## src/hw/rtl/cspm_pkg.sv

```systemverilog
// ----------------------------------------------------------------------------
// CAN signal plausibility monitor - package
// Shared types, codes and limits for the monitor and its sub-units.
// ----------------------------------------------------------------------------
package cspm_pkg;

  localparam int NUM_ENT = 3;
  localparam int IDX_W   = 2;
  localparam int ID_W    = 11;
  localparam int TMO_W   = 16;
  localparam int CFG_W   = 16;
  localparam int CFG_IDX_W = 3;

  // item operation
  localparam logic OP_FRAME = 1'b0;
  localparam logic OP_CHECK = 1'b1;

  // entry order
  localparam logic [IDX_W-1:0] ENT_SPD  = 2'd0;
  localparam logic [IDX_W-1:0] ENT_TEMP = 2'd1;
  localparam logic [IDX_W-1:0] ENT_HB   = 2'd2;

  // register indexes
  localparam logic [CFG_IDX_W-1:0] REG_SPD_ID   = 3'd0;
  localparam logic [CFG_IDX_W-1:0] REG_TEMP_ID  = 3'd1;
  localparam logic [CFG_IDX_W-1:0] REG_HB_ID    = 3'd2;
  localparam logic [CFG_IDX_W-1:0] REG_SPD_TMO  = 3'd3;
  localparam logic [CFG_IDX_W-1:0] REG_TEMP_TMO = 3'd4;
  localparam logic [CFG_IDX_W-1:0] REG_HB_TMO   = 3'd5;

  // register reset values
  localparam logic [ID_W-1:0]  RST_SPD_ID   = 11'd256;
  localparam logic [ID_W-1:0]  RST_TEMP_ID  = 11'd257;
  localparam logic [ID_W-1:0]  RST_HB_ID    = 11'd258;
  localparam logic [TMO_W-1:0] RST_SPD_TMO  = 16'd300;
  localparam logic [TMO_W-1:0] RST_TEMP_TMO = 16'd500;
  localparam logic [TMO_W-1:0] RST_HB_TMO   = 16'd1500;

  // event codes
  localparam logic [3:0] EV_NONE      = 4'd0;
  localparam logic [3:0] EV_SPD_LEN   = 4'd1;
  localparam logic [3:0] EV_SPD_HIGH  = 4'd2;
  localparam logic [3:0] EV_TEMP_LEN  = 4'd3;
  localparam logic [3:0] EV_TEMP_HIGH = 4'd4;
  localparam logic [3:0] EV_HB_LEN    = 4'd5;
  localparam logic [3:0] EV_HB_BAD    = 4'd6;
  localparam logic [3:0] EV_SPD_TMO   = 4'd7;

  // severities
  localparam logic [1:0] SEV_NONE = 2'd0;
  localparam logic [1:0] SEV_WARN = 2'd1;
  localparam logic [1:0] SEV_ERR  = 2'd2;

  // plausibility limits
  localparam logic [3:0]  SPD_DLC  = 4'd2;
  localparam logic [3:0]  TEMP_DLC = 4'd1;
  localparam logic [3:0]  HB_DLC   = 4'd1;
  localparam logic [15:0] SPD_MAX  = 16'd4000;
  localparam logic [7:0]  TEMP_MAX = 8'd150;
  localparam logic [7:0]  HB_VAL   = 8'hAA;

  typedef struct packed {
    logic        operation;
    logic [10:0] can_id;
    logic [3:0]  data_length;
    logic [7:0]  data_byte0;
    logic [7:0]  data_byte1;
    logic [31:0] time_ms;
  } cspm_in_t;

  typedef struct packed {
    logic        frame_valid;
    logic [3:0]  event_code;
    logic [1:0]  severity;
    logic [15:0] reported_value;
    logic        last;
  } cspm_out_t;

  // entry table write controls
  typedef struct packed {
    logic               stamp_en;
    logic [NUM_ENT-1:0] stamp_mask;
    logic               clr_en;
    logic [IDX_W-1:0]   clr_idx;
  } cspm_tbl_wr_t;

  typedef enum logic [1:0] {
    ST_IDLE,
    ST_FRAME,
    ST_SCAN,
    ST_EMIT
  } cspm_state_e;

endpackage

```

## src/hw/rtl/cspm_in_if.sv

```systemverilog
// ----------------------------------------------------------------------------
// CAN monitor input channel
// Valid/ready channel carrying one frame or check item per beat.
// ----------------------------------------------------------------------------
interface cspm_in_if import cspm_pkg::*; ();
  logic     valid;
  logic     ready;
  cspm_in_t data;

  modport source (output valid, output data, input ready);
  modport sink   (input valid, input data, output ready);
endinterface

```

## src/hw/rtl/cspm_out_if.sv

```systemverilog
// ----------------------------------------------------------------------------
// CAN monitor result channel
// Valid/ready channel carrying one result per beat.
// ----------------------------------------------------------------------------
interface cspm_out_if import cspm_pkg::*; ();
  logic      valid;
  logic      ready;
  cspm_out_t data;

  modport source (output valid, output data, input ready);
  modport sink   (input valid, input data, output ready);
endinterface

```

## src/hw/rtl/can_signal_plausibility_monitor.sv

```systemverilog
// ----------------------------------------------------------------------------
// CAN signal plausibility monitor
// Watches three identifiers for length, value and arrival timeouts.
// ----------------------------------------------------------------------------
// Usage:
//   item_i carries frame items (operation 0) and timeout checks (operation 1).
//   res_o returns results; the last beat of an item has last set.
//   A frame item always gives exactly one result beat. A check gives one
//   beat per entry that has timed out, in the order speed, temperature,
//   heartbeat, and no beat at all when nothing has expired.
//   Sequence: a frame is accepted, then stamped and checked. A check is
//   accepted, then scans the entries one at a time through the shared
//   elapsed-time subtractor, then gives one beat per timeout result.
//   item_i.ready is high only while the sequencer is idle.
//   Results sit in an output register, so a new item is taken while the
//   previous result waits; if res_o stalls, the sequencer holds at its next
//   result until the register frees.
//   Reset: all entries disarmed, identifier and timeout registers return to
//   their defaults; no clearing pass is needed.
//   The user must make configuration writes (cfg_we_i) only while idle; the
//   block does not enforce it; indexes beyond the heartbeat timeout are dropped.
// ----------------------------------------------------------------------------
module can_signal_plausibility_monitor import cspm_pkg::*; #(
  parameter int TIME_BITS = 32
) (
  input  logic                 clk_i,
  input  logic                 rst_ni,
  cspm_in_if.sink              item_i,
  cspm_out_if.source           res_o,
  input  logic                 cfg_we_i,
  input  logic [CFG_IDX_W-1:0] cfg_idx_i,
  input  logic [CFG_W-1:0]     cfg_wdata_i
);

  localparam logic [IDX_W-1:0] LAST_IDX = IDX_W'(NUM_ENT - 1);

  cspm_state_e state_q, state_d;

  logic [ID_W-1:0]  id_q  [NUM_ENT];
  logic [TMO_W-1:0] tmo_q [NUM_ENT];

  cspm_in_t             item_q;
  logic [TIME_BITS-1:0] now;
  logic [IDX_W-1:0]     idx_q, idx_d;
  logic [NUM_ENT-1:0]   mask_q, mask_d, mask_nxt;
  logic [NUM_ENT-1:0]   pick, mask_rest;
  logic [IDX_W-1:0]     pick_idx;

  logic      res_vld_q, res_load;
  cspm_out_t res_q, res_d;
  logic      out_free, accept;

  cspm_tbl_wr_t         tbl_wr;
  logic [NUM_ENT-1:0]   armed_w;
  logic [TIME_BITS-1:0] last_rd;
  logic                 tmo_gt, expired;

  logic [NUM_ENT-1:0] chk_match;
  cspm_out_t          chk_res;

  // ---------------------------------------------------------------- config
  always_ff @(posedge clk_i or negedge rst_ni) begin
    if (!rst_ni) begin
      id_q[ENT_SPD]   <= RST_SPD_ID;
      id_q[ENT_TEMP]  <= RST_TEMP_ID;
      id_q[ENT_HB]    <= RST_HB_ID;
      tmo_q[ENT_SPD]  <= RST_SPD_TMO;
      tmo_q[ENT_TEMP] <= RST_TEMP_TMO;
      tmo_q[ENT_HB]   <= RST_HB_TMO;
    end else if (cfg_we_i) begin
      case (cfg_idx_i)
        REG_SPD_ID:   id_q[ENT_SPD]   <= cfg_wdata_i[ID_W-1:0];
        REG_TEMP_ID:  id_q[ENT_TEMP]  <= cfg_wdata_i[ID_W-1:0];
        REG_HB_ID:    id_q[ENT_HB]    <= cfg_wdata_i[ID_W-1:0];
        REG_SPD_TMO:  tmo_q[ENT_SPD]  <= cfg_wdata_i[TMO_W-1:0];
        REG_TEMP_TMO: tmo_q[ENT_TEMP] <= cfg_wdata_i[TMO_W-1:0];
        REG_HB_TMO:   tmo_q[ENT_HB]   <= cfg_wdata_i[TMO_W-1:0];
        default: ;
      endcase
    end
  end

  // ---------------------------------------------------------- input latch
  assign accept = item_i.valid && item_i.ready;

  always_ff @(posedge clk_i) begin
    if (accept) begin
      item_q <= item_i.data;
    end
  end

  // time is kept modulo 2^TIME_BITS
  assign now = TIME_BITS'(item_q.time_ms);

  // ------------------------------------------------------------ sub-units
  cspm_frame_chk u_chk (
    .ids_i   (id_q),
    .item_i  (item_q),
    .match_o (chk_match),
    .res_o   (chk_res)
  );

  cspm_entry_tbl #(.TIME_BITS(TIME_BITS)) u_tbl (
    .clk_i        (clk_i),
    .rst_ni       (rst_ni),
    .wr_i         (tbl_wr),
    .stamp_time_i (now),
    .rd_idx_i     (idx_q),
    .armed_o      (armed_w),
    .rd_last_o    (last_rd)
  );

  // one entry per cycle through the shared subtract/compare
  cspm_tmo_unit #(.TIME_BITS(TIME_BITS)) u_tmo (
    .now_i     (now),
    .last_i    (last_rd),
    .limit_i   (tmo_q[idx_q]),
    .expired_o (tmo_gt)
  );

  assign expired  = armed_w[idx_q] && tmo_gt;
  assign mask_nxt = mask_q | (NUM_ENT'(expired) << idx_q);

  // lowest pending timeout goes out first
  assign pick      = mask_q & (~mask_q + NUM_ENT'(1));
  assign mask_rest = mask_q & ~pick;

  always_comb begin
    if (mask_q[ENT_SPD]) begin
      pick_idx = ENT_SPD;
    end else if (mask_q[ENT_TEMP]) begin
      pick_idx = ENT_TEMP;
    end else begin
      pick_idx = ENT_HB;
    end
  end

  assign out_free = !res_vld_q || res_o.ready;

  // ----------------------------------------------------------- sequencer
  always_comb begin
    state_d = state_q;
    case (state_q)
      ST_IDLE: begin
        if (accept) begin
          state_d = (item_i.data.operation == OP_FRAME) ? ST_FRAME : ST_SCAN;
        end
      end
      ST_FRAME: begin
        if (out_free) begin
          state_d = ST_IDLE;
        end
      end
      ST_SCAN: begin
        if (idx_q == LAST_IDX) begin
          state_d = (mask_nxt != '0) ? ST_EMIT : ST_IDLE;
        end
      end
      ST_EMIT: begin
        if (out_free && (mask_rest == '0)) begin
          state_d = ST_IDLE;
        end
      end
      default: state_d = ST_IDLE;
    endcase
  end

  always_comb begin
    item_i.ready = 1'b0;
    tbl_wr       = '0;
    res_load     = 1'b0;
    res_d        = chk_res;
    idx_d        = idx_q;
    mask_d       = mask_q;
    case (state_q)
      ST_IDLE: begin
        item_i.ready = 1'b1;
        idx_d        = '0;
        mask_d       = '0;
      end
      ST_FRAME: begin
        if (out_free) begin
          tbl_wr.stamp_en   = 1'b1;
          tbl_wr.stamp_mask = chk_match;
          res_load          = 1'b1;
        end
      end
      ST_SCAN: begin
        tbl_wr.clr_en  = expired;
        tbl_wr.clr_idx = idx_q;
        idx_d          = idx_q + IDX_W'(1);
        mask_d         = mask_nxt;
      end
      ST_EMIT: begin
        res_d = '{frame_valid: 1'b0, event_code: EV_SPD_TMO + 4'(pick_idx),
                  severity: SEV_ERR, reported_value: 16'd0,
                  last: (mask_rest == '0)};
        if (out_free) begin
          res_load = 1'b1;
          mask_d   = mask_rest;
        end
      end
      default: ;
    endcase
  end

  always_ff @(posedge clk_i or negedge rst_ni) begin
    if (!rst_ni) begin
      state_q   <= ST_IDLE;
      idx_q     <= '0;
      mask_q    <= '0;
      res_vld_q <= 1'b0;
    end else begin
      state_q <= state_d;
      idx_q   <= idx_d;
      mask_q  <= mask_d;
      if (res_load) begin
        res_vld_q <= 1'b1;
      end else if (res_o.ready) begin
        res_vld_q <= 1'b0;
      end
    end
  end

  // ------------------------------------------------------- output register
  always_ff @(posedge clk_i) begin
    if (res_load) begin
      res_q <= res_d;
    end
  end

  assign res_o.valid = res_vld_q;
  assign res_o.data  = res_q;

  // ------------------------------------------------------------ assertions
  // a beat that is not last leaves more timeouts pending
  a_more_after_not_last: assert property (@(posedge clk_i) disable iff (!rst_ni)
    (res_o.valid && res_o.ready && !res_o.data.last) |-> (state_q == ST_EMIT))
    else $error("non-final result with no further result pending");

  // no stale timeouts survive into the next item
  a_mask_clear_idle: assert property (@(posedge clk_i) disable iff (!rst_ni)
    (state_q == ST_IDLE) |-> (mask_q == '0))
    else $error("pending timeout mask not empty while idle");

  a_scan_idx_range: assert property (@(posedge clk_i) disable iff (!rst_ni)
    (state_q == ST_SCAN) |-> (idx_q <= LAST_IDX))
    else $error("scan index beyond last entry");

  // an expired entry is disarmed by the next cycle
  a_disarm_on_expiry: assert property (@(posedge clk_i) disable iff (!rst_ni)
    ((state_q == ST_SCAN) && expired) |=> !armed_w[$past(idx_q)])
    else $error("expired entry still armed");

  a_tmo_fields: assert property (@(posedge clk_i) disable iff (!rst_ni)
    (res_o.valid && (res_o.data.event_code >= EV_SPD_TMO))
      |-> (!res_o.data.frame_valid && (res_o.data.reported_value == 16'd0)))
    else $error("timeout result with frame fields set");

endmodule

```

## src/hw/rtl/cspm_entry_tbl.sv

```systemverilog
// ----------------------------------------------------------------------------
// CAN monitor timeout entry table
// Armed flags and last-seen times of the three monitored identifiers.
// ----------------------------------------------------------------------------
module cspm_entry_tbl import cspm_pkg::*; #(
  parameter int TIME_BITS = 32
) (
  input  logic                 clk_i,
  input  logic                 rst_ni,
  input  cspm_tbl_wr_t         wr_i,
  input  logic [TIME_BITS-1:0] stamp_time_i,
  input  logic [IDX_W-1:0]     rd_idx_i,
  output logic [NUM_ENT-1:0]   armed_o,
  output logic [TIME_BITS-1:0] rd_last_o
);

  logic [NUM_ENT-1:0]   armed_q;
  logic [TIME_BITS-1:0] last_q [NUM_ENT];

  always_ff @(posedge clk_i or negedge rst_ni) begin
    if (!rst_ni) begin
      armed_q <= '0;
    end else begin
      for (int i = 0; i < NUM_ENT; i++) begin
        if (wr_i.stamp_en && wr_i.stamp_mask[i]) begin
          armed_q[i] <= 1'b1;
        end else if (wr_i.clr_en && (wr_i.clr_idx == IDX_W'(i))) begin
          armed_q[i] <= 1'b0;
        end
      end
    end
  end

  // last-seen time is only read once the entry is armed
  always_ff @(posedge clk_i) begin
    for (int i = 0; i < NUM_ENT; i++) begin
      if (wr_i.stamp_en && wr_i.stamp_mask[i]) begin
        last_q[i] <= stamp_time_i;
      end
    end
  end

  assign armed_o   = armed_q;
  assign rd_last_o = last_q[rd_idx_i];

endmodule

```

## src/hw/rtl/cspm_tmo_unit.sv

```systemverilog
// ----------------------------------------------------------------------------
// CAN monitor timeout unit
// Shared modular elapsed-time subtractor and limit comparator.
// ----------------------------------------------------------------------------
module cspm_tmo_unit import cspm_pkg::*; #(
  parameter int TIME_BITS = 32
) (
  input  logic [TIME_BITS-1:0] now_i,
  input  logic [TIME_BITS-1:0] last_i,
  input  logic [TMO_W-1:0]     limit_i,
  output logic                 expired_o
);

  logic [TIME_BITS-1:0] elapsed;

  // wraps modulo 2^TIME_BITS by construction
  assign elapsed   = now_i - last_i;
  assign expired_o = elapsed > TIME_BITS'(limit_i);

endmodule

```

## src/hw/rtl/cspm_frame_chk.sv

```systemverilog
// ----------------------------------------------------------------------------
// CAN monitor frame checker
// Identifier match, length and value plausibility of one received frame.
// ----------------------------------------------------------------------------
module cspm_frame_chk import cspm_pkg::*; (
  input  logic [ID_W-1:0]    ids_i [NUM_ENT],
  input  cspm_in_t           item_i,
  output logic [NUM_ENT-1:0] match_o,
  output cspm_out_t          res_o
);

  logic [15:0] rpm;
  logic [3:0]  dlc;
  logic [7:0]  b0;

  assign dlc = item_i.data_length;
  assign b0  = item_i.data_byte0;
  assign rpm = {item_i.data_byte1, item_i.data_byte0};

  always_comb begin
    for (int i = 0; i < NUM_ENT; i++) begin
      match_o[i] = (ids_i[i] == item_i.can_id);
    end
  end

  // first match wins: speed, then temperature, then heartbeat
  always_comb begin
    res_o = '{frame_valid: 1'b1, event_code: EV_NONE, severity: SEV_NONE,
              reported_value: 16'd0, last: 1'b1};
    if (match_o[ENT_SPD]) begin
      if (dlc != SPD_DLC) begin
        res_o = '{1'b0, EV_SPD_LEN, SEV_ERR, {12'd0, dlc}, 1'b1};
      end else if (rpm > SPD_MAX) begin
        res_o = '{1'b0, EV_SPD_HIGH, SEV_WARN, rpm, 1'b1};
      end
    end else if (match_o[ENT_TEMP]) begin
      if (dlc != TEMP_DLC) begin
        res_o = '{1'b0, EV_TEMP_LEN, SEV_ERR, {12'd0, dlc}, 1'b1};
      end else if (b0 > TEMP_MAX) begin
        res_o = '{1'b0, EV_TEMP_HIGH, SEV_WARN, {8'd0, b0}, 1'b1};
      end
    end else if (match_o[ENT_HB]) begin
      if (dlc != HB_DLC) begin
        res_o = '{1'b0, EV_HB_LEN, SEV_ERR, {12'd0, dlc}, 1'b1};
      end else if (b0 != HB_VAL) begin
        res_o = '{1'b0, EV_HB_BAD, SEV_ERR, {8'd0, b0}, 1'b1};
      end
    end
  end

endmodule
```

## src/flat_wrapper.sv

```systemverilog
// flat-port wrapper written by rule: the top's interface ports become plain ports
module can_signal_plausibility_monitor_flat import cspm_pkg::*;
#(
  parameter int TIME_BITS = 32
)
  (clk_i, rst_ni, cfg_we_i, cfg_idx_i, cfg_wdata_i, item_i_valid, item_i_data, item_i_ready, res_o_valid, res_o_data, res_o_ready);
  cspm_in_if item_i_i ();
  cspm_out_if res_o_i ();
  input  logic clk_i;
  input  logic rst_ni;
  input  logic cfg_we_i;
  input  logic [CFG_IDX_W-1:0] cfg_idx_i;
  input  logic [CFG_W-1:0] cfg_wdata_i;
  input wire logic [$bits(item_i_i.valid)-1:0] item_i_valid;
  input wire logic [$bits(item_i_i.data)-1:0] item_i_data;
  output wire logic [$bits(item_i_i.ready)-1:0] item_i_ready;
  output wire logic [$bits(res_o_i.valid)-1:0] res_o_valid;
  output wire logic [$bits(res_o_i.data)-1:0] res_o_data;
  input wire logic [$bits(res_o_i.ready)-1:0] res_o_ready;
  assign item_i_i.valid = item_i_valid;
  assign item_i_i.data = item_i_data;
  assign item_i_ready = item_i_i.ready;
  assign res_o_valid = res_o_i.valid;
  assign res_o_data = res_o_i.data;
  assign res_o_i.ready = res_o_ready;
  can_signal_plausibility_monitor #(.TIME_BITS(TIME_BITS)) u_core (.clk_i(clk_i), .rst_ni(rst_ni), .item_i(item_i_i), .res_o(res_o_i), .cfg_we_i(cfg_we_i), .cfg_idx_i(cfg_idx_i), .cfg_wdata_i(cfg_wdata_i));
endmodule
```

## config.mk

```make
export PLATFORM = sky130hd
export DESIGN_NAME = can_signal_plausibility_monitor_flat
export DESIGN_NICKNAME = d
export VERILOG_FILES = /design/src/hw/rtl/cspm_pkg.sv /design/src/hw/rtl/cspm_in_if.sv /design/src/hw/rtl/cspm_out_if.sv /design/src/hw/rtl/can_signal_plausibility_monitor.sv /design/src/hw/rtl/cspm_entry_tbl.sv /design/src/hw/rtl/cspm_tmo_unit.sv /design/src/hw/rtl/cspm_frame_chk.sv /design/src/flat_wrapper.sv
export SDC_FILE = /design/constraint.sdc
export NUM_CORES = 1
export LEC_CHECK = 0
export BUFFER_PORTS_ARGS = -buffer_cell sky130_fd_sc_hd__buf_2
export CAP_MARGIN = 20
export CORE_ASPECT_RATIO = 0.7
export CORE_UTILIZATION = 54
export CTS_CLUSTER_SIZE = 16
export DETAILED_ROUTE_END_ITERATION = 10
export GPL_TIMING_DRIVEN = 0
export PLACE_DENSITY = 0.76
export SYNTH_ARGS = -nofsm -noshare
export SYNTH_HDL_FRONTEND = slang
export SYNTH_SLANG_ARGS = --single-unit
```

## constraint.sdc

```tcl
create_clock -name clk_i -period 4.35 [get_ports clk_i]
set_input_delay 0.87 -clock clk_i [delete_from_list [all_inputs] [get_ports clk_i]]
set_output_delay 0.87 -clock clk_i [all_outputs]
set_load 0.1 [all_outputs]
```

==> results <==
- The clock network power share is about a fifth.
- Synthesis handed over a netlist of approximately 1100 instances.
- The post-synthesis instance area is roughly 13000 um^2.
- The relative contribution of sequential cells to total power is approximately 33%.
- For this run, asynchronously set or reset flops after synthesis account for 33.45%.
- The first TritonRoute pass finished after 5 iterations.
- The clock net in this run drives a total of ~280 sinks.
- The post-synthesis sequential element count is between 200 and 300.
- Timing would allow up to ~0.21 GHz.
- The critical path in this run is classified as reg2reg.
- The buffer levels on the longest clock path is 3.
- For this run, the post-layout net count is 1392.
- The slew at the pin with the worst max-slew slack is around 1.1 ns.
- The library cell used most frequently in the layout, excluding fill and tap cells, is sky130_fd_sc_hd__edfxtp_1.
- Port buffering added 113 buffers.
- The synthesized area divided by synthesized cell count is roughly 12 um^2.
- By area the synthesized netlist is led by sky130_fd_sc_hd__edfxtp_1 41%, sky130_fd_sc_hd__dfrtp_1 13%, sky130_fd_sc_hd__mux2_2 6.8%.
- The time the worst path needs with I/O delays and setup is about 4.7 ns.
- Detailed placement ended at an HPWL of roughly 22 mm.
- Among all flip-flop cells after synthesis, the most frequent one is sky130_fd_sc_hd__edfxtp_1.
- Dividing the detail-routed via count by the number of cells gives just under 6.
- The total via count in the routed design is approximately 9200.
- For this configuration, the core starts out at a cell density of a little under three fifths.
- STA classifies the critical path startpoint as a register.
- The worst setup path is captured at a register.
- The setup slack after placement is -0.9015 ns.
- The checks that failed: setup timing.
- In this run the remaining antenna-violating nets after routing total 0.
- The width of the chip is approximately 190 um.
- The hold slack is around 0.33 ns.
- The per-cell routed wire length is 19.33 um.
- The number of max-capacitance violations reported is 0.
- The layout has approximately 1800 filler cells.
- The largest area contributor in the netlist is sky130_fd_sc_hd__edfxtp_1.
- At the later pin of the worst-skew pair, clock insertion delay measures approximately 0.54 ns.
- The smallest setup slack after layout is -0.3421 ns.
- At the worst endpoint, the arrival time is just over 5 ns.
- Clock skew on the completed layout was measured at 0.01316 ns.
- The y dimension of the die is ~130 um.
- The run finished, with violations left.
- The synthesized net count is roughly 1200.
- The count of final hold-check violations came to 0.
- At the end of routability-driven placement, the weighted congestion stood at 0.9160.
- Of the total power, the share spent switching nets is between 40% and 50%.
- Power spread over the standard cell area amounts to 667.9 nW/um^2.
- The first-pass GRT wire length is about 48 mm.
- The floorplan step defined a die boundary enclosing ~25000 um^2.
- The routed wire length is 30.73 mm.
- Relative to the synthesized area, the layout overhead comes to 19.43%.
- In this run the tightest slew margin relative to its limit is between 20% and 30%.
- Setup repair after global routing could not meet its margin everywhere.
- The maximum level of the CTS H-tree is 1.
- The global-route usage over all layers is roughly a quarter.
- TritonCTS built the clock tree.
- The maximum fanout count along the critical path is 10.
- The number of enable-type register cells in the synthesized netlist is between 150 and 200.
- TritonCTS created 26 clock buffers.
- The initial antenna violation count is 0.
- The max-slew violation count is 0.
- The post-route netlist has between 30% and 40% of its cells at a drive strength greater than 1.
- The setup violation total in the final timing report is 8.
- The class of the tightest hold or removal check is in2async.
- The number of design-rule violations left by the first detailed-router iteration is roughly 830.
- STA puts the critical path data required time at about 4.8 ns.
- The remaining global-route overflow is 0.
- The total power consumption of the routed design is roughly 11000 uW.
- In this run the power spent charging and discharging nets is 4285 uW.
- In the layout the commonest cells are 183 x sky130_fd_sc_hd__edfxtp_1, 117 x sky130_fd_sc_hd__buf_2, 93 x sky130_fd_sc_hd__nor2_1.
- The root buffer cell chosen for the clock tree is sky130_fd_sc_hd__clkbuf_16.
- The internal power summed over all cells is approximately 6400 uW.
- The portion of synthesized cell area occupied by the leading cell type is about two fifths.
- In this run, post-CTS hold repair placed 0 buffers.
- The Yosys step of the flow raised 0 warnings.
- The initialized floorplan defines 47 standard-cell rows.
- The via count of the first global-routing pass came to ~8800.
- IR analysis of the VDD net gives a maximum drop of between 600 and 700 uV.
- The combinational group share of total power is about 46%.
- Clock-pin slew was measured on the worst setup and hold paths at approximately 0.07 ns.
- For this run, the register share of the synthesized area comes to ~59%.
- Entering global routing, the biggest net connects 64 pins.
- The accumulated negative setup slack is -2.298 ns.
- The number of distinct library cell variants in the gate-level netlist after synthesis is 74.
- The share of the clock period used by the worst path is 107.9%.
- For this design the top-level I/O count stands at ~110.
- For this design the static power due to leakage is 0.006088 uW.
- The antenna cell count is 0.
- The core region is roughly 24000 um^2.
- The final routed DRC violation total is 0.
-- Yosys cell counts (11+ instances only) --
master / instances
sky130_fd_sc_hd__edfxtp_1: 183
sky130_fd_sc_hd__a21oi_1: 101
sky130_fd_sc_hd__nor2_1: 95
sky130_fd_sc_hd__mux2_2: 81
sky130_fd_sc_hd__dfrtp_1: 70
sky130_fd_sc_hd__nand2_1: 64
sky130_fd_sc_hd__mux2i_1: 54
sky130_fd_sc_hd__ha_1: 51
sky130_fd_sc_hd__o21ai_0: 38
sky130_fd_sc_hd__xor2_1: 29
sky130_fd_sc_hd__clkbuf_1: 28
sky130_fd_sc_hd__xnor2_1: 25
sky130_fd_sc_hd__dfstp_2: 22
sky130_fd_sc_hd__nor3_1: 19
sky130_fd_sc_hd__and2_1: 17
sky130_fd_sc_hd__nand3_1: 16
sky130_fd_sc_hd__inv_1: 14
sky130_fd_sc_hd__nand2b_1: 13
sky130_fd_sc_hd__a31oi_1: 11
sky130_fd_sc_hd__nand4_1: 11
-- worst max-delay path: stages, from the launching register on --
cell	delay, ns
sky130_fd_sc_hd__dfrtp_1	0.36
sky130_fd_sc_hd__buf_8	0.13
sky130_fd_sc_hd__buf_12	0.15
sky130_fd_sc_hd__mux2i_1	0.20
sky130_fd_sc_hd__nor2_1	0.05
sky130_fd_sc_hd__a21oi_1	0.17
sky130_fd_sc_hd__ha_1	0.32
sky130_fd_sc_hd__a21oi_2	0.19
sky130_fd_sc_hd__nand2_2	0.09
sky130_fd_sc_hd__o211ai_1	0.28
sky130_fd_sc_hd__nand2_1	0.15
sky130_fd_sc_hd__buf_4	0.16
sky130_fd_sc_hd__buf_4	0.12
sky130_fd_sc_hd__buf_4	0.12
sky130_fd_sc_hd__buf_4	0.12
sky130_fd_sc_hd__buf_4	0.12
sky130_fd_sc_hd__buf_4	0.13
sky130_fd_sc_hd__buf_4	0.12
sky130_fd_sc_hd__buf_4	0.12
sky130_fd_sc_hd__buf_4	0.12
sky130_fd_sc_hd__buf_4	0.12
sky130_fd_sc_hd__buf_4	0.13
sky130_fd_sc_hd__mux2i_2	0.19
sky130_fd_sc_hd__nand4_1	0.17
sky130_fd_sc_hd__nor4_4	0.23
sky130_fd_sc_hd__a31oi_4	0.19
sky130_fd_sc_hd__a41o_1	0.27
-- cells by family after synthesis --
kind of cell               synth area share, %
and+or+nand+nor                          10.45
DFF                                      58.63
buffers and inverters                    1.612
adders and majority gates                5.006
muxes                                    10.88
xor gates and xnor gates                 3.544
AOI/OAI and AO/OA                        9.872
-- cell type report --
cell class                 count  area [um^2]  area share [%]
clock buffer                  35        757.0           4.749
tap                          318        397.9           2.496
multi-input combinational    740         5599           35.13
sequential                   275         7826           49.10
inverter                      15        56.30          0.3532
timing repair buffer         155        933.4           5.856
buffer                        39        296.5           1.860
clock inverter                13        73.82          0.4631
-- metrics by stage --
step | util, % | cell area [um^2] | instances
finish | 66.60 | 15940 | 1590
global route | 66.60 | 15940 | 1590
CTS | 65.83 | 15760 | 1580
detailed placement | 60.45 | 14470 | 1509
global placement | 59.89 | 14330 | 1500
floorplan | - | 13370 | 1069
-- worst paths after layout --
kind / startpoint / endpoint / slack [ns] / cells after the start
setup reg to reg: u_core.idx_q[0] / u_core.mask_q[2] / -0.34 / 26
setup / recovery: u_core.idx_q[0] / u_core.mask_q[2] / -0.34 / 26
hold reg to reg: u_core.tmo_q[44] / u_core.tmo_q[44] / 0.51 / 1
min in group clk_i: item_i_data[16] / u_core.now[16] / 0.50 / 1
max in group asynchronous: rst_ni / u_core.tmo_q[10] / 3.31 / 2
hold / removal: rst_ni / u_core.id_q[22] / 0.33 / 1
-- layer usage --
metal | part of all wire (%) | vias to the layer above | track usage [%]
li1 | - | 4356 | -
met1 | 49 | 4512 | 38.79
met2 | 43 | 284 | 35.36
met3 | 5.8 | 44 | 3.477
met4 | 2.2 | 0 | 5.914
met5 | 0 | - | 0
-- flip-flops by register name, summed over array words and instances, names as in the netlist, 3 cells and up --
register,count
u_core.res_o.data,24
u_core.item_q,31
u_core.now,32
u_core.id_q,33
u_core.u_tbl.last_q,96
u_core.u_tbl.armed_o,3
u_core.mask_q,3
u_core.tmo_q,48
-- power groups by stage --
stage,combinational [uW],clock [uW],sequential (uW)
floorplan,2720,0,4020
global placement,4160,0,3550
detailed placement,4230,0,3560
CTS,4680,2240,3520
global route,5340,2340,3560
finish,4930,2190,3520
-- repair_timing --
action                     in CTS  in global routing
gates cloned                    0                  0
setup endpoints to repair       8                  8
pin swaps                      31                 21
resized for setup              65                 27
buffers inserted               23                 10
Power figures use the tool's default switching activity.
